===== config.mk =====
export PLATFORM = sky130hd
export DESIGN_NAME = shelf_rect_packer_flat
export DESIGN_NICKNAME = d
export VERILOG_FILES = /design/src/sv/srp_pkg.sv /design/src/sv/srp_if.sv /design/src/sv/shelf_rect_packer.sv /design/src/sv/srp_cfg_regs.sv /design/src/sv/srp_place.sv /design/src/flat_wrapper.sv
export SDC_FILE = /design/constraint.sdc
export NUM_CORES = 1
export LEC_CHECK = 0
export BUFFER_PORTS_ARGS = -buffer_cell sky130_fd_sc_hd__clkbuf_2
export CAP_MARGIN = 30
export CORE_MARGIN = 2
export CORE_UTILIZATION = 63
export CTS_CLUSTER_DIAMETER = 120
export DETAILED_ROUTE_END_ITERATION = 7
export PLACE_DENSITY = 0.78
export SYNTH_ARGS = -nofsm -noshare
export SYNTH_HDL_FRONTEND = slang
export SYNTH_HIERARCHICAL = 1
export SYNTH_SLANG_ARGS = --single-unit

===== constraint.sdc =====
create_clock -name clk -period 17.7 [get_ports clk]
set_clock_uncertainty 0.1 [all_clocks]
set_input_delay 3.54 -clock clk [delete_from_list [all_inputs] [get_ports clk]]
set_output_delay 3.54 -clock clk [all_outputs]
set_load 0.03 [all_outputs]

===== src/sv/srp_pkg.sv =====
// Package for the shelf rectangle packer: codes, field widths, defaults and
// the word and configuration structs shared by the modules of the block.
// Depends on nothing.
`default_nettype none

package srp_pkg;

  localparam int SRP_COORD_BITS    = 16;
  localparam int SRP_DIM_BITS      = 15;
  localparam int SRP_OUT_BITS      = 16;
  localparam int SRP_DEFAULT_ATLAS = 512;
  localparam int SRP_DEFAULT_MAX   = 8192;

  typedef enum logic [0:0] {
    CMD_PLACE   = 1'b0,
    CMD_RESTART = 1'b1
  } cmd_t;

  typedef enum logic [1:0] {
    CFG_INITIAL_WIDTH  = 2'd0,
    CFG_INITIAL_HEIGHT = 2'd1,
    CFG_MAX_WIDTH      = 2'd2,
    CFG_MAX_HEIGHT     = 2'd3
  } cfg_idx_t;

  typedef struct packed {
    logic                    command;
    logic [SRP_DIM_BITS-1:0] rect_width;
    logic [SRP_DIM_BITS-1:0] rect_height;
  } srp_item_t;

  typedef struct packed {
    logic [SRP_OUT_BITS-1:0] place_x;
    logic [SRP_OUT_BITS-1:0] place_y;
    logic                    fits;
    logic [SRP_OUT_BITS-1:0] atlas_width_out;
    logic [SRP_OUT_BITS-1:0] atlas_height_out;
  } srp_result_t;

  // Configuration with the zero-means-default rule already applied.
  typedef struct packed {
    logic [SRP_DIM_BITS-1:0] init_w;
    logic [SRP_DIM_BITS-1:0] init_h;
    logic [SRP_DIM_BITS-1:0] max_w;
    logic [SRP_DIM_BITS-1:0] max_h;
  } srp_cfg_t;

endpackage

`default_nettype wire


===== src/sv/srp_if.sv =====
// Valid/ready channel interfaces for the packer's input and result words.
// Depends on srp_pkg for the field widths.
`default_nettype none

interface srp_in_if
  import srp_pkg::*;
();
  logic                    valid;
  logic                    ready;
  logic                    command;
  logic [SRP_DIM_BITS-1:0] rect_width;
  logic [SRP_DIM_BITS-1:0] rect_height;

  modport source (output valid, command, rect_width, rect_height, input ready);
  modport sink   (input valid, command, rect_width, rect_height, output ready);
  modport mon    (input valid, ready, command, rect_width, rect_height);
endinterface

interface srp_out_if
  import srp_pkg::*;
();
  logic                    valid;
  logic                    ready;
  logic [SRP_OUT_BITS-1:0] place_x;
  logic [SRP_OUT_BITS-1:0] place_y;
  logic                    fits;
  logic [SRP_OUT_BITS-1:0] atlas_width_out;
  logic [SRP_OUT_BITS-1:0] atlas_height_out;

  modport source (output valid, place_x, place_y, fits, atlas_width_out,
                  atlas_height_out, input ready);
  modport sink   (input valid, place_x, place_y, fits, atlas_width_out,
                  atlas_height_out, output ready);
  modport mon    (input valid, ready, place_x, place_y, fits, atlas_width_out,
                  atlas_height_out);
endinterface

`default_nettype wire


===== src/sv/shelf_rect_packer.sv =====
// Top level of the shelf rectangle packer: input word register, packing
// state, result register. Depends on srp_pkg, srp_if, srp_cfg_regs, srp_place.
`default_nettype none

// The packer takes one word per clock while the result is not stalled: a
// placement request or a restart. An accepted word is captured in the input
// register, then the placement logic resolves it combinationally against the
// cursor, shelf and atlas state and loads the result register, and a new word
// can follow in every cycle while the result is not stalled; the state update
// from one word to the next is registered with the result word. A stalled
// result holds the pipeline; the input stays ready while the input register
// is empty or the result register can move. Configuration writes take effect
// on the next clock and belong to idle periods.
module shelf_rect_packer
  import srp_pkg::*;
#(
  parameter int COORD_BITS = SRP_COORD_BITS
) (
  input  wire logic                    clk,
  input  wire logic                    rst_n,
  srp_in_if.sink                       in_chan,
  srp_out_if.source                    out_chan,
  input  wire logic                    cfg_we,
  input  wire cfg_idx_t                cfg_index,
  input  wire logic [SRP_DIM_BITS-1:0] cfg_wdata
);

  srp_cfg_t    cfg;
  srp_item_t   in_item_r;
  srp_result_t result, out_res_r;
  logic        in_vld_r, out_vld_r, advance;

  logic [COORD_BITS-1:0] cursor_x_r, cursor_y_r, shelf_h_r, atlas_w_r, atlas_h_r;
  logic [COORD_BITS-1:0] cursor_x_nxt, cursor_y_nxt, shelf_h_nxt, atlas_w_nxt, atlas_h_nxt;

  srp_cfg_regs u_cfg (
    .clk       (clk),
    .rst_n     (rst_n),
    .cfg_we    (cfg_we),
    .cfg_index (cfg_index),
    .cfg_wdata (cfg_wdata),
    .cfg       (cfg)
  );

  srp_place #(.COORD_BITS(COORD_BITS)) u_place (
    .item         (in_item_r),
    .cfg          (cfg),
    .cursor_x     (cursor_x_r),
    .cursor_y     (cursor_y_r),
    .shelf_h      (shelf_h_r),
    .atlas_w      (atlas_w_r),
    .atlas_h      (atlas_h_r),
    .cursor_x_nxt (cursor_x_nxt),
    .cursor_y_nxt (cursor_y_nxt),
    .shelf_h_nxt  (shelf_h_nxt),
    .atlas_w_nxt  (atlas_w_nxt),
    .atlas_h_nxt  (atlas_h_nxt),
    .result       (result)
  );

  assign advance       = !out_vld_r || out_chan.ready;
  assign in_chan.ready = !in_vld_r || advance;

  always_ff @(posedge clk) begin
    if (!rst_n) begin
      in_vld_r <= 1'b0;
    end else if (in_chan.ready) begin
      in_vld_r <= in_chan.valid;
    end
  end

  always_ff @(posedge clk) begin
    if (in_chan.valid && in_chan.ready) begin
      in_item_r.command     <= in_chan.command;
      in_item_r.rect_width  <= in_chan.rect_width;
      in_item_r.rect_height <= in_chan.rect_height;
    end
  end

  always_ff @(posedge clk) begin
    if (!rst_n) begin
      out_vld_r  <= 1'b0;
      cursor_x_r <= '0;
      cursor_y_r <= '0;
      shelf_h_r  <= '0;
      atlas_w_r  <= '0;
      atlas_h_r  <= '0;
    end else if (advance) begin
      out_vld_r <= in_vld_r;
      if (in_vld_r) begin
        cursor_x_r <= cursor_x_nxt;
        cursor_y_r <= cursor_y_nxt;
        shelf_h_r  <= shelf_h_nxt;
        atlas_w_r  <= atlas_w_nxt;
        atlas_h_r  <= atlas_h_nxt;
      end
    end
  end

  always_ff @(posedge clk) begin
    if (advance && in_vld_r) begin
      out_res_r <= result;
    end
  end

  assign out_chan.valid            = out_vld_r;
  assign out_chan.place_x          = out_res_r.place_x;
  assign out_chan.place_y          = out_res_r.place_y;
  assign out_chan.fits             = out_res_r.fits;
  assign out_chan.atlas_width_out  = out_res_r.atlas_width_out;
  assign out_chan.atlas_height_out = out_res_r.atlas_height_out;

endmodule

`default_nettype wire


===== src/sv/srp_cfg_regs.sv =====
// Configuration registers of the packer, with zero values mapped to defaults.
// Depends on srp_pkg.
`default_nettype none

module srp_cfg_regs
  import srp_pkg::*;
(
  input  wire logic                    clk,
  input  wire logic                    rst_n,
  input  wire logic                    cfg_we,
  input  wire cfg_idx_t                cfg_index,
  input  wire logic [SRP_DIM_BITS-1:0] cfg_wdata,
  output srp_cfg_t                     cfg
);

  logic [SRP_DIM_BITS-1:0] init_w_r, init_h_r, max_w_r, max_h_r;

  always_ff @(posedge clk) begin
    if (!rst_n) begin
      init_w_r <= SRP_DIM_BITS'(SRP_DEFAULT_ATLAS);
      init_h_r <= SRP_DIM_BITS'(SRP_DEFAULT_ATLAS);
      max_w_r  <= SRP_DIM_BITS'(SRP_DEFAULT_MAX);
      max_h_r  <= SRP_DIM_BITS'(SRP_DEFAULT_MAX);
    end else if (cfg_we) begin
      case (cfg_index)
        CFG_INITIAL_WIDTH:  init_w_r <= cfg_wdata;
        CFG_INITIAL_HEIGHT: init_h_r <= cfg_wdata;
        CFG_MAX_WIDTH:      max_w_r  <= cfg_wdata;
        CFG_MAX_HEIGHT:     max_h_r  <= cfg_wdata;
        default: ;
      endcase
    end
  end

  // A register written as zero behaves as its default.
  always_comb begin
    cfg.init_w = (init_w_r != '0) ? init_w_r : SRP_DIM_BITS'(SRP_DEFAULT_ATLAS);
    cfg.init_h = (init_h_r != '0) ? init_h_r : SRP_DIM_BITS'(SRP_DEFAULT_ATLAS);
    cfg.max_w  = (max_w_r  != '0) ? max_w_r  : SRP_DIM_BITS'(SRP_DEFAULT_MAX);
    cfg.max_h  = (max_h_r  != '0) ? max_h_r  : SRP_DIM_BITS'(SRP_DEFAULT_MAX);
  end

endmodule

`default_nettype wire


===== src/sv/srp_place.sv =====
// Placement logic: from the packing state, the configuration and one input
// word, the next packing state and the result word. Depends on srp_pkg.
`default_nettype none

module srp_place
  import srp_pkg::*;
#(
  parameter int COORD_BITS = SRP_COORD_BITS
) (
  input  wire srp_item_t               item,
  input  wire srp_cfg_t                cfg,
  input  wire logic [COORD_BITS-1:0]   cursor_x,
  input  wire logic [COORD_BITS-1:0]   cursor_y,
  input  wire logic [COORD_BITS-1:0]   shelf_h,
  input  wire logic [COORD_BITS-1:0]   atlas_w,
  input  wire logic [COORD_BITS-1:0]   atlas_h,
  output logic      [COORD_BITS-1:0]   cursor_x_nxt,
  output logic      [COORD_BITS-1:0]   cursor_y_nxt,
  output logic      [COORD_BITS-1:0]   shelf_h_nxt,
  output logic      [COORD_BITS-1:0]   atlas_w_nxt,
  output logic      [COORD_BITS-1:0]   atlas_h_nxt,
  output srp_result_t                  result
);

  // Exact arithmetic width: room for a doubled atlas plus a shelf and a
  // rectangle on top of a saturated coordinate.
  localparam int EB = ((COORD_BITS > SRP_DIM_BITS) ? COORD_BITS : SRP_DIM_BITS) + 3;

  function automatic logic [COORD_BITS-1:0] sat_c(input logic [EB-1:0] v);
    logic [COORD_BITS-1:0] r;
    if ((v >> COORD_BITS) != '0) r = '1;
    else                         r = v[COORD_BITS-1:0];
    return r;
  endfunction

  logic [COORD_BITS-1:0] w_res, h_res;
  logic [EB-1:0] w, h, rw, rh, mw, mh;
  logic [EB-1:0] cx1, cy1, sh1, cx2, cy2, sh2, w2, h2, cx3, sh3, w3, h3;
  logic          wide, wrap, grow, in_range, ok;

  always_comb begin
    w_res = (atlas_w != '0) ? atlas_w : sat_c(EB'(cfg.init_w));
    h_res = (atlas_h != '0) ? atlas_h : sat_c(EB'(cfg.init_h));
    w  = EB'(w_res);
    h  = EB'(h_res);
    rw = EB'(item.rect_width);
    rh = EB'(item.rect_height);
    mw = EB'(cfg.max_w);
    mh = EB'(cfg.max_h);

    wide = w > h;

    // Past the right edge: open a new shelf (right half on a wide atlas).
    wrap = (EB'(cursor_x) + rw) > w;
    cx1  = wrap ? (wide ? (w >> 1) : '0) : EB'(cursor_x);
    cy1  = wrap ? (EB'(cursor_y) + EB'(shelf_h)) : EB'(cursor_y);
    sh1  = wrap ? '0 : EB'(shelf_h);

    // Past the bottom: double the shorter side and start in the new space.
    grow = (cy1 + rh) > h;
    cx2  = grow ? (wide ? '0 : w) : cx1;
    cy2  = grow ? (wide ? h : '0) : cy1;
    sh2  = grow ? '0 : sh1;
    w2   = (grow && !wide) ? (w << 1) : w;
    h2   = (grow && wide)  ? (h << 1) : h;

    cx3 = cx2 + rw;
    sh3 = (sh2 > rh) ? sh2 : rh;
    w3  = (w2 > cx3) ? w2 : cx3;
    h3  = (h2 > (cy2 + sh3)) ? h2 : (cy2 + sh3);

    in_range = (rw <= mw) && (rh <= mh);
    ok       = in_range && (w3 <= mw) && (h3 <= mh);

    // Default: restart clears the cursor and leaves the stored atlas alone.
    cursor_x_nxt = '0;
    cursor_y_nxt = '0;
    shelf_h_nxt  = '0;
    atlas_w_nxt  = atlas_w;
    atlas_h_nxt  = atlas_h;
    result.place_x          = '0;
    result.place_y          = '0;
    result.fits             = 1'b0;
    result.atlas_width_out  = SRP_OUT_BITS'(w_res);
    result.atlas_height_out = SRP_OUT_BITS'(h_res);

    if (item.command == CMD_PLACE) begin
      if (in_range) begin
        cursor_x_nxt = sat_c(cx3);
        cursor_y_nxt = sat_c(cy2);
        shelf_h_nxt  = sat_c(sh3);
        atlas_w_nxt  = sat_c(w3);
        atlas_h_nxt  = sat_c(h3);
        result.place_x = ok ? cx2[SRP_OUT_BITS-1:0] : '0;
        result.place_y = ok ? cy2[SRP_OUT_BITS-1:0] : '0;
        result.fits    = ok;
      end else begin
        // Oversized rectangle: only the resolved atlas size is stored.
        cursor_x_nxt = cursor_x;
        cursor_y_nxt = cursor_y;
        shelf_h_nxt  = shelf_h;
        atlas_w_nxt  = w_res;
        atlas_h_nxt  = h_res;
      end
      result.atlas_width_out  = SRP_OUT_BITS'(atlas_w_nxt);
      result.atlas_height_out = SRP_OUT_BITS'(atlas_h_nxt);
    end
  end

endmodule

`default_nettype wire


===== src/flat_wrapper.sv =====
// flat-port wrapper written by rule: the top's interface ports become plain ports
module shelf_rect_packer_flat import srp_pkg::*;
#(
  parameter int COORD_BITS = SRP_COORD_BITS
)
  (clk, rst_n, cfg_we, cfg_index, cfg_wdata, in_chan_valid, in_chan_command, in_chan_rect_width, in_chan_rect_height, in_chan_ready, out_chan_valid, out_chan_place_x, out_chan_place_y, out_chan_fits, out_chan_atlas_width_out, out_chan_atlas_height_out, out_chan_ready);
  srp_in_if in_chan_i ();
  srp_out_if out_chan_i ();
  input  wire logic clk;
  input  wire logic rst_n;
  input  wire logic cfg_we;
  input  wire cfg_idx_t cfg_index;
  input  wire logic [SRP_DIM_BITS-1:0] cfg_wdata;
  input wire logic [$bits(in_chan_i.valid)-1:0] in_chan_valid;
  input wire logic [$bits(in_chan_i.command)-1:0] in_chan_command;
  input wire logic [$bits(in_chan_i.rect_width)-1:0] in_chan_rect_width;
  input wire logic [$bits(in_chan_i.rect_height)-1:0] in_chan_rect_height;
  output wire logic [$bits(in_chan_i.ready)-1:0] in_chan_ready;
  output wire logic [$bits(out_chan_i.valid)-1:0] out_chan_valid;
  output wire logic [$bits(out_chan_i.place_x)-1:0] out_chan_place_x;
  output wire logic [$bits(out_chan_i.place_y)-1:0] out_chan_place_y;
  output wire logic [$bits(out_chan_i.fits)-1:0] out_chan_fits;
  output wire logic [$bits(out_chan_i.atlas_width_out)-1:0] out_chan_atlas_width_out;
  output wire logic [$bits(out_chan_i.atlas_height_out)-1:0] out_chan_atlas_height_out;
  input wire logic [$bits(out_chan_i.ready)-1:0] out_chan_ready;
  assign in_chan_i.valid = in_chan_valid;
  assign in_chan_i.command = in_chan_command;
  assign in_chan_i.rect_width = in_chan_rect_width;
  assign in_chan_i.rect_height = in_chan_rect_height;
  assign in_chan_ready = in_chan_i.ready;
  assign out_chan_valid = out_chan_i.valid;
  assign out_chan_place_x = out_chan_i.place_x;
  assign out_chan_place_y = out_chan_i.place_y;
  assign out_chan_fits = out_chan_i.fits;
  assign out_chan_atlas_width_out = out_chan_i.atlas_width_out;
  assign out_chan_atlas_height_out = out_chan_i.atlas_height_out;
  assign out_chan_i.ready = out_chan_ready;
  shelf_rect_packer #(.COORD_BITS(COORD_BITS)) u_core (.clk(clk), .rst_n(rst_n), .in_chan(in_chan_i), .out_chan(out_chan_i), .cfg_we(cfg_we), .cfg_index(cfg_index), .cfg_wdata(cfg_wdata));
endmodule

==> Word level (Yosys, flattened, before mapping) <==
Index checks and enable logic that the tools add are counted.
{ "totals": {"reg_bits": 238, "latchBits": 0, "ram_bits": 0, "rom_bits": 0, "in_bits": 53, "output_inout_bits": 67, "elab_cells": 107, "memories": 0} }
{ "classes": {"add_sub_neg": 5, "multipliers": 0, "n_div": 0, "magnitude_cmp": 10, "n_eq_ne": 3, "shifts": 0, "mux": 34, "bitwise_logic": 3, "reduce_logical": 33} }
{ "op_table": {"columns": ["cell", "n"], "rows": [
  ["$mux W16", 22],
  ["$mux W17", 5],
  ["$reduce_bool A19 Y1", 4],
  ["$mux W15", 5],
  ["$reduce_bool A15 Y1", 4],
  ["$add A16 B15 Y17", 2],
  ["$mux W32", 1],
  ["$reduce_bool A16 Y1", 2],
  ["$le A15 B15 Y1", 2],
  ["$gt A17 B19 Y1", 1],
  ["$reduce_bool A19 Y1 const A", 1],
  ["$add A17 B15 Y18", 1],
  ["$add A17 B16 Y18", 1],
  ["$gt A18 B16 Y1", 1],
  ["$le A18 B15 Y1", 1],
  ["$mux W18", 1],
  ["$add A16 B16 Y17", 1],
  ["$gt A17 B16 Y1", 1],
  ["$gt A17 B17 Y1", 1],
  ["$le A17 B15 Y1", 1],
  ["$gt A16 B15 Y1", 1],
  ["$gt A16 B16 Y1", 1],
  ["$reduce_and A2 Y1", 4],
  ["$logic_and A1 B1 Y1", 7],
  ["other kinds (10)", 17]
]} }

==> Longest topological paths before layout <==
Gate-level depths: netlist of the first run.
{ "logic_depth": {"word_depth": 17, "mapped_depth": 85, "mapped_depth_nobuf": 79} }

==> Hierarchy <==
Netlist of the first run, hierarchy kept.
{ "modules_own_cells": {"columns": ["mod", "instances", "cells_each", "area_each_um2", "seq_area_each_um2"], "rows": [
  ["srp_place", 1, 1605, 11363.4, 0.0],
  ["shelf_rect_packer", 1, 452, 6244.7, 4524.3],
  ["srp_cfg_regs", 1, 342, 2621.3, 1201.2]
]} }

==> Least setup slack after synthesis of the first run <==
OpenSTA, ideal clock, no wires.
{ "synth_path": {"path_type": "register to register", "from": "register u_core/in_item_r[16] (netlist name)", "to": "register u_core.out_res_r, in the netlist u_core/out_chan.place_x[10], data pin", "setup_time_ns": 0.169, "arrival_ns": 15.814, "t_required_ns": 17.431, "setup_slack_ns": 1.617, "stages_incl_launch_ff": 78, "n_path_buf": 7, "period_less_slack_ns": 16.083, "cell_sequence": "edfxtp_1 ha_1 a21o_1 a21oi_1 nor2b_1 o21a_1 o22a_1 a41o_1 o41ai_1 nor2b_1 o21ai_0 a21oi_1 ha_1 nand4_1 or4_1 a31oi_1 a2111oi_1 o22ai_2 (+42 left out) a21oi_1 or4b_2 o21a_1 o31ai_4 buf_2 mux2i_1 inv_1 ha_1 a21o_1 a21o_1 a21oi_1 o211ai_1 a221oi_1 a41oi_1 nor2_1 nand4_1 clkbuf_1 nor4b_2"} }
{ "synth_via": {"elab_chain_len": 15, "elab_cells_between_ends": 31, "cone_classes": "add/sub: 4; order compare: 8; mux: 11; bitwise: 2; reduce/logical: 6"} }
{ "synth_rtl": {"columns": ["item", "line_no", "source"], "rows": [
  ["start: declaration", "shelf_rect_packer.sv:29", "srp_item_t in_item_r;"],
  ["$add A16 B15 Y17", "srp_place.sv:54", "wrap = (EB'(cursor_x) + rw) > w;"],
  ["$gt A17 B16 Y1", "srp_place.sv:54", null],
  ["$mux W17", "srp_place.sv:56", "cy1 = wrap ? (EB'(cursor_y) + EB'(shelf_h)) : EB'(cursor_y);"],
  ["$add A17 B15 Y18", "srp_place.sv:60", "grow = (cy1 + rh) > h;"],
  ["$gt A18 B16 Y1", "srp_place.sv:60", null],
  ["$mux W16", "srp_place.sv:63", "sh2 = grow ? '0 : sh1;"],
  ["$gt A16 B15 Y1", "srp_place.sv:68", "sh3 = (sh2 > rh) ? sh2 : rh;"],
  ["$mux W16", "srp_place.sv:68", null],
  ["$add A17 B16 Y18", "srp_place.sv:70", "h3 = (h2 > (cy2 + sh3)) ? h2 : (cy2 + sh3);"],
  ["$gt A17 B19 Y1", "srp_place.sv:70", null],
  ["$mux W18", "srp_place.sv:70", null],
  ["$le A18 B15 Y1", "srp_place.sv:73", "ok = in_range && (w3 <= mw) && (h3 <= mh);"],
  ["$logic_and A1 B1 Y1", "srp_place.sv:73", null],
  ["$not A1 Y1 (no line)", null, null],
  ["$reduce_or A3 Y1 (no line)", null, null],
  ["end signal: assignment", "shelf_rect_packer.sv:102", "out_res_r <= result;"],
  ["end: declaration", "shelf_rect_packer.sv:30", "srp_result_t result, out_res_r;"]
]} }
Parallel ways exist; a longest one is shown, timed or not.
A chain may end at the register's enable or synchronous reset.

==> Final worst setup path of the first run <==
{ "layout_path": {"from": "register u_core/in_item_r[15] (netlist name)", "to": "register u_core.out_res_r, in the netlist u_core/out_chan.place_y[0], data pin"} }
Same word-level chain as after synthesis.

==> results of run 1 <==
## repair_timing
item / in CTS / in global routing
setup endpoints to repair: 0 / 33
gates resized for setup: 0 / 17
setup buffers: 0 / 11
## area by class of cell
class / count / share of cell area [%]
sequential: 238 / 26.11
multi-input combinational: 1832 / 59.74
clock inverter: 12 / 0.7247
inverter: 155 / 2.654
tap: 402 / 2.294
clock buffer: 36 / 3.327
timing repair buffer: 185 / 5.147
## cell usage after synthesis (13+ instances only)
| master | count | area, sq um |
|---|---|---|
| and2_1 | 21 | 131.4 |
| o21a_1 | 25 | 187.7 |
| nor2b_1 | 32 | 200.2 |
| dfxtp_1 | 142 | 2843 |
| nand2b_1 | 23 | 143.9 |
| o22ai_1 | 32 | 200.2 |
| mux2_2 | 18 | 202.7 |
| o21bai_1 | 13 | 97.59 |
| clkbuf_1 | 119 | 446.7 |
| mux2i_1 | 143 | 1431 |
| o21ai_0 | 73 | 365.4 |
| buf_2 | 25 | 125.1 |
| xor2_1 | 13 | 113.9 |
| a211oi_1 | 17 | 127.6 |
| a22oi_1 | 59 | 442.9 |
| nor4b_2 | 23 | 345.3 |
| nor3_1 | 16 | 80.08 |
| nand2_1 | 343 | 1287 |
| nand4_1 | 27 | 168.9 |
| nor2_1 | 134 | 503.0 |
| ha_1 | 235 | 2940 |
| inv_1 | 155 | 581.8 |
| nand3_1 | 32 | 160.2 |
| a21oi_1 | 227 | 1136 |
| xnor2_1 | 48 | 420.4 |
| a311oi_1 | 17 | 148.9 |
| a21boi_1 | 27 | 202.7 |
| nor4_1 | 27 | 168.9 |
| a21o_1 | 34 | 255.2 |
| a21boi_0 | 33 | 247.7 |
| edfxtp_1 | 96 | 2883 |
## power by group
group / total (uW) / internal, uW / leakage [uW] / switching [uW]
sequential: 625 / 600 / 0.00207 / 25.0
clock: 569 / 334 / 0.000435 / 235
combinational: 1320 / 469 / 0.00698 / 849
## worst max-delay path: cells and delay by family (launching register included)
| kind | cells | cell delay (ns) |
|---|---|---|
| xor+xnor | 2 | 0.22 |
| flops | 1 | 0.43 |
| mux | 2 | 0.68 |
| fa+ha+maj | 9 | 2.67 |
| buf+inv | 7 | 1.17 |
| compound gates | 33 | 7.17 |
| simple gates | 18 | 4.06 |
## cells by family (layout without fill, tap and decap cells)
family          after synthesis  count (layout)  synth area share [%]
buf+inv                     329             388                 7.428
compound gates              642             642                 20.66
fa+ha+maj                   240             240                 15.03
xor+xnor                     61              61                 2.641
simple gates                726             726                 17.67
mux                         163             163                 8.263
flops                       238             238                 28.30
## routing by layer
layer  vias up  routed length [um]  global-route usage, %
met5         -                   0                      0
met4         0                4088                  21.44
met3       226                5418                  6.096
met2       896               30310                  63.67
met1      8869               26130                  47.92
li1       8681                   -                      -
## layout by cell type (no fill, tap or decap), types with 20 or more instances in the layout
cell type	count
nand2_1	343
ha_1	235
a21oi_1	224
inv_1	155
mux2i_1	142
dfxtp_1	142
nor2_1	132
clkbuf_2	118
edfxtp_1	96
o21ai_0	70
buf_4	63
a22oi_1	59
xnor2_1	48
a21o_1	34
a21boi_0	33
nor2b_1	32
nand3_1	32
o22ai_1	32
clkbuf_16	27
nor4_1	27
a21boi_1	27
nand4_1	27
o21a_1	25
nor4b_2	24
nand2b_1	23
and2_1	20
## stage by stage
step	instance area, sq um	util (%)	std cells
after global routing	21930	69.48	2860
after CTS	21750	68.91	2848
final	21930	69.48	2860
after floorplan	20230	-	2399
after global placement	20840	66.05	2799
after detailed placement	20860	66.10	2800
## worst max path at each step
stage / startpoint / to / cells past startpoint
floorplan: u_core/in_item_r[16] / u_core/out_chan.place_x[10] / 77
global placement: u_core/in_item_r[16] / u_core/out_chan.place_y[0] / 73
detailed placement: u_core/in_item_r[16] / u_core/out_chan.place_y[2] / 73
CTS: u_core/in_item_r[16] / u_core/out_chan.place_y[2] / 73
global route: u_core/in_item_r[15] / u_core/out_chan.place_y[0] / 75
finish: u_core/in_item_r[15] / u_core/out_chan.place_y[0] / 71
## state kept, by name, indices dropped and copies added (netlist names), 15 cells and up
name and cells:
u_core/out_chan.place_y 16, u_core/cursor_y_r 16, u_core/cursor_x_r 16, u_core/out_chan.place_x 16
u_core/atlas_w_r 16, u_core/atlas_h_r 16, u_core/out_chan.atlas_height_out 16, u_core/out_chan.atlas_width_out 16
u_core/u_cfg/max_h_r 15, u_core/u_cfg/init_w_r 15, u_core/u_cfg/max_w_r 15, u_core/shelf_h_r 16
u_core/in_item_r 31, u_core/u_cfg/init_h_r 15
==> key figures, run 1 <==
Synth
  • Avg Synthesized Cell Area: 8.432 sq um
  • Synthesized instance count: 2399
  • Post-synth EDFFs: 96
  • Syn Nets: 2692
  • Share of flip-flops with an asynchronous set or reset: 0%
  • Mapped Area: 20230 sq um
  • Yosys cell types: 94
  • Yosys warns: 6
  • Register bit total from synthesis: 238
  • Post-synth top flop: dfxtp_1
  • Seq/Total Area, Yosys: 28.30%

Finish
  • Register area: 5725 sq um
  • Area growth, synth to finish: 8.387%
  • Footprint of the multi-input gates: 13100 sq um
  • Total Nets Final: 2731
  • Fillers: 2618
  • Share of layout cells above drive strength 1: 12.82%
  • Antenna diode count: 0

Min path
  • Hold path endpoint: u_core/u_cfg/max_w_r[9]
  • Hold crit path type: register to register
  • Worst min-delay path startpoint: u_core/u_cfg/max_w_r[9]
  • Hold path cells: 2

Routing
  • Routed WL: 65950 um
  • Drt wl/cell: 23.06 um
  • Pre-antenna DRT Iters: 6
  • Final ANT Viol Nets: 0
  • Vias: 18.67k
  • DRT iter0 DRCs: 1794
  • DRC viols: 0
  • Vias per std cell: 6.529

STA
  • Slew @ Worst Pin: 1.034 ns
  • Final Critical Period: 16.73 ns
  • Fin worst setup slack: 0.9747 ns
  • Hold Vio Cnt, Final: 0
  • Min Hold Slack: 0.3765 ns
  • Max Freq: 0.05979 GHz
  • Fin crit share: 94.49%
  • Final setup vio count: 0
  • Setup TNS: 0 ns
  • Max_slew headroom: 30.95%
  • Slew Viols, Final: 0

Worst setup path
  • FF-to-FF setup slack: 0.97 ns
  • Worst setup path category: register to register
  • Slowest CP cell: or4b_2
  • Crit-path most repeated cell: ha_1
  • R2r endpoint: u_core/out_chan.place_y[0]
  • CP startpoint kind: register
  • Worst r2r src: u_core/in_item_r[15]
  • Max stage delay on crit path: 0.61 ns
  • Crit path max fanout: 33
  • Crit path DAT: 17.00 ns
  • R2R cell count: 71
  • Critical Path End Type: register
  • CP required: 17.98 ns

Global route
  • Total global-route track usage: 38.44%
  • Vias in the first global route: 17.79k
  • Pin count of the biggest net entering global routing: 142
  • GRT overflow: 0
  • Antenna violations before repair: 0
  • First-pass GRT wire length: 100300 um

Clock network
  • Clock slew at reported path FFs: 0.07 ns
  • Root buffer cell: clkbuf_16
  • Hold buffer count at CTS: 0
  • TritonCTS Buffers: 26
  • H-tree Lvls: 1
  • Clock buffer depth: 3
  • TritonCTS clock tree: built
  • Clk Latency, worst-skew pair: 0.57 ns
  • Clk sink count: 238

Die
  • Die height: 183.2 um
  • Site Rows: 65
  • Starting Density: 64.11%
  • Die Area: 33560 sq um
  • Die X: 183.2 um
  • Core Footprint: 31560 sq um
  • I/O Pins: 120

Place
  • Port buffer count: 119
  • RD Place Congestion: 1.008
  • HPWL after DPL: 49440 um
  • Dpl ws: 0.2576 ns

Flow run
  • Max Cap Viol: 0

Power and ir drop
  • Cell Pwr Density: 114.6 nW/um^2
  • Leakage dissipation: 0.009488 uW
  • Power Total: 2512 uW
  • Max VDD drop: 0.08566 mV

Outcome
  • Status: complete, no violations
(Power assumes the default switching activity.)
==> inputs of run 2 (changes only) <==
ABC_AREA = 1   (was unset)
CELL_PAD_IN_SITES_DETAIL_PLACEMENT = 1   (was unset)
CELL_PAD_IN_SITES_GLOBAL_PLACEMENT = 1   (was unset)
CORE_UTILIZATION = 45   (was 63)
PLACE_DENSITY = 0.77   (was 0.78)
==> key figures, run 2 <==
Synth
  • Seq/Total Area, Yosys: 27.10%
  • Post-synth top flop: dfxtp_1
  • Syn Nets: 3452
  • Synthesized instance count: 3159
  • Top-area cell type share of the netlist area: 13.92%
  • Share of flip-flops with an asynchronous set or reset: 0%
  • Avg Synthesized Cell Area: 6.687 sq um
  • Mapped Area: 21130 sq um
  • Area contributors post-synth: ha_1, edfxtp_1, dfxtp_1, nand2_1, inv_1
  • Largest area contributor in the netlist: ha_1
  • Top-count cell post-synth: nand2_1
  • Yosys warns: 6
  • Post-synth EDFFs: 96
  • Yosys cell types: 56
  • Register bit total from synthesis: 238
  • Most frequent cells after synthesis: nand2_1, inv_1, nor2_1, a21oi_1, ha_1

Outcome
  • Status: complete, no violations

Clock network
  • Clk Latency, worst-skew pair: 0.60 ns
  • Clk sink count: 238
  • Post-CTS Repair Setup Buffers: 0
  • Clock slew at reported path FFs: 0.06 ns
  • Hold buffer count at CTS: 0
  • Clock buffer depth: 3
  • Root buffer cell: clkbuf_16
  • TritonCTS Buffers: 31
  • TritonCTS clock tree: built
  • H-tree Lvls: 1

Routing
  • Final ANT Viol Nets: 0
  • Vias: 21.12k
  • Routed WL: 81710 um
  • Pre-antenna DRT Iters: 5
  • Vias per std cell: 5.563
  • Drt wl/cell: 21.53 um
  • DRT iter0 DRCs: 1318
  • DRC viols: 0

Finish
  • Biggest register: u_core/in_item_r
  • Register area: 5729 sq um
  • Total Nets Final: 3457
  • Most frequent cells in the layout: nand2_1, inv_1, nor2_1
  • Fillers: 6151
  • Area growth, synth to finish: 8.689%
  • Max reg flops: 31
  • Footprint of the multi-input gates: 12760 sq um
  • Share of layout cells above drive strength 1: 9.567%
  • Commonest non-fill, non-tap cell in the layout: nand2_1

STA
  • RSZ-0062 raised after global routing: false
  • Final Critical Period: 16.27 ns
  • Max Freq: 0.06145 GHz
  • Min Hold Slack: 0.4071 ns
  • Final setup vio count: 0
  • Slew @ Worst Pin: 1.010 ns
  • Fin crit share: 91.94%
  • Hold Vio Cnt, Final: 0
  • Max_slew headroom: 32.48%
  • Setup TNS: 0 ns
  • Slew Viols, Final: 0

Die
  • Starting Density: 45.47%
  • Core Footprint: 46460 sq um
  • Site Rows: 79
  • Die Area: 48700 sq um
  • Die X: 220.7 um
  • I/O Pins: 120
  • Die height: 220.7 um

Worst setup path
  • CP bufs+invs: 8
  • R2r endpoint: u_core/out_chan.place_x[15]
  • Worst setup path category: register to register
  • Critical Path Source: u_core/in_item_r[17]
  • CP required: 18.05 ns
  • Worst setup endpoint: u_core/out_chan.place_x[15]
  • Max stage delay on crit path: 0.45 ns
  • CP startpoint kind: register
  • Crit path max fanout: 30
  • Worst r2r src: u_core/in_item_r[17]
  • R2R cell count: 102
  • Critical Path End Type: register
  • Crit-path most repeated cell: nand2_1
  • Critical path depth: 102
  • Slowest CP cell: a21oi_2
  • Crit path DAT: 16.62 ns
  • Delay-heaviest family, CP: simple AND/OR/NAND/NOR gates
  • FF-to-FF setup slack: 1.43 ns

Global route
  • Antenna violations before repair: 2
  • First-pass GRT wire length: 122000 um
  • Vias in the first global route: 21.16k
  • GRT overflow: 0
  • Pin count of the biggest net entering global routing: 90
  • Total global-route track usage: 32.76%

Power and ir drop
  • Leakage dissipation: 0.01138 uW
  • Cell Pwr Density: 204.5 nW/um^2
  • Max VDD drop: 0.1484 mV

Place
  • RD Place Congestion: 0.9526
  • HPWL after DPL: 63030 um
  • Port buffer count: 119

Min path
  • Hold crit path type: register to register

Flow run
  • Max Cap Viol: 0
-- run 2: changes by cell type after synthesis, sizes merged, moves of 28 or more --
cell and change:
o21ai +141, nor2 +240, nor4b -28, a21boi -56, nand3 +122, xnor2 -28
inv +331, mux2i -144, nor2b -34, xor2 +29, a22oi -59, nand2 +356
a21oi +93
-- run 2: final cells by class --
type	count	share of cell area, %
inverter	488	7.978
tap	607	3.308
antenna	1	0.01090
multi-input combinational	2250	55.59
clock inverter	9	0.2234
clock buffer	48	4.071
sequential	238	24.95
timing repair buffer	155	3.869
-- run 2: worst min path at each step --
stage	from	end	cells after the start
6_report	u_core/u_cfg/init_w_r[10]	u_core/u_cfg/init_w_r[10]	2
5_1_grt	u_core/u_cfg/init_w_r[7]	u_core/u_cfg/init_w_r[7]	2
4_1_cts	u_core/u_cfg/init_w_r[10]	u_core/u_cfg/init_w_r[10]	2
3_5_place_dp	u_core/u_cfg/init_w_r[10]	u_core/u_cfg/init_w_r[10]	2
3_3_place_gp	u_core/atlas_w_r[0]	u_core/atlas_w_r[0]	2
2_1_floorplan	u_core/u_cfg/max_h_r[13]	u_core/u_cfg/max_h_r[13]	2
-- run 2: per-stage QoR --
| step | total power, uW | setup slack, ns | utilization [%] | instances | area, sq um |
|---|---|---|---|---|---|
| final | 4696 | 1.426 | 49.42 | 3796 | 22960 |
| after global routing | 5124 | 0.09478 | 49.42 | 3795 | 22960 |
| after CTS | 4617 | 1.094 | 49.29 | 3792 | 22900 |
| after detailed placement | 3967 | 1.177 | 47.16 | 3735 | 21910 |
| after global placement | 3854 | 1.941 | 47.16 | 3735 | 21910 |
| after floorplan | 3007 | 5.103 | - | 3159 | 21130 |
-- run 2: logic make-up (layout without fill, tap and decap cells) --
kind of cell             after synthesis  in the layout  synth area share, %
AND/OR/NAND/NOR                     1318           1320                27.09
buffers and inverters                673            700                12.73
AO/OA/AOI/OAI                        628            628                16.08
adder cells (fa/ha/maj)              240            240                14.39
flip-flops                           238            238                27.10
XOR/XNOR                              62             62                2.606
other                                  0              1                    0
-- run 2: repair_timing --
item,4_1_cts,5_1_grt
endpoints found under the setup margin,0,33
hold endpoints to repair,0,0
gates resized for setup,0,4
-- run 2: tightest hold or removal path, delay by kind of cell (launching register included) --
family	cells	cell delay, ns
and+or+nand+nor	2	0.15
DFF	1	0.32
-- run 2: per-layer routing --
layer / vias to the layer above / routed length [um] / GRT usage (%)
li1: 10230 / - / -
met2: 502 / 39680 / 57.65
met3: 166 / 3494 / 3.203
met5: - / 0 / 0
met1: 10220 / 34610 / 40.54
met4: 0 / 3925 / 14.33
-- run 2: where the power goes --
group | total, uW | switching [uW] | internal (uW)
combinational | 3410 | 2330 | 1080
sequential | 657 | 42.3 | 615
clock | 628 | 267 | 360
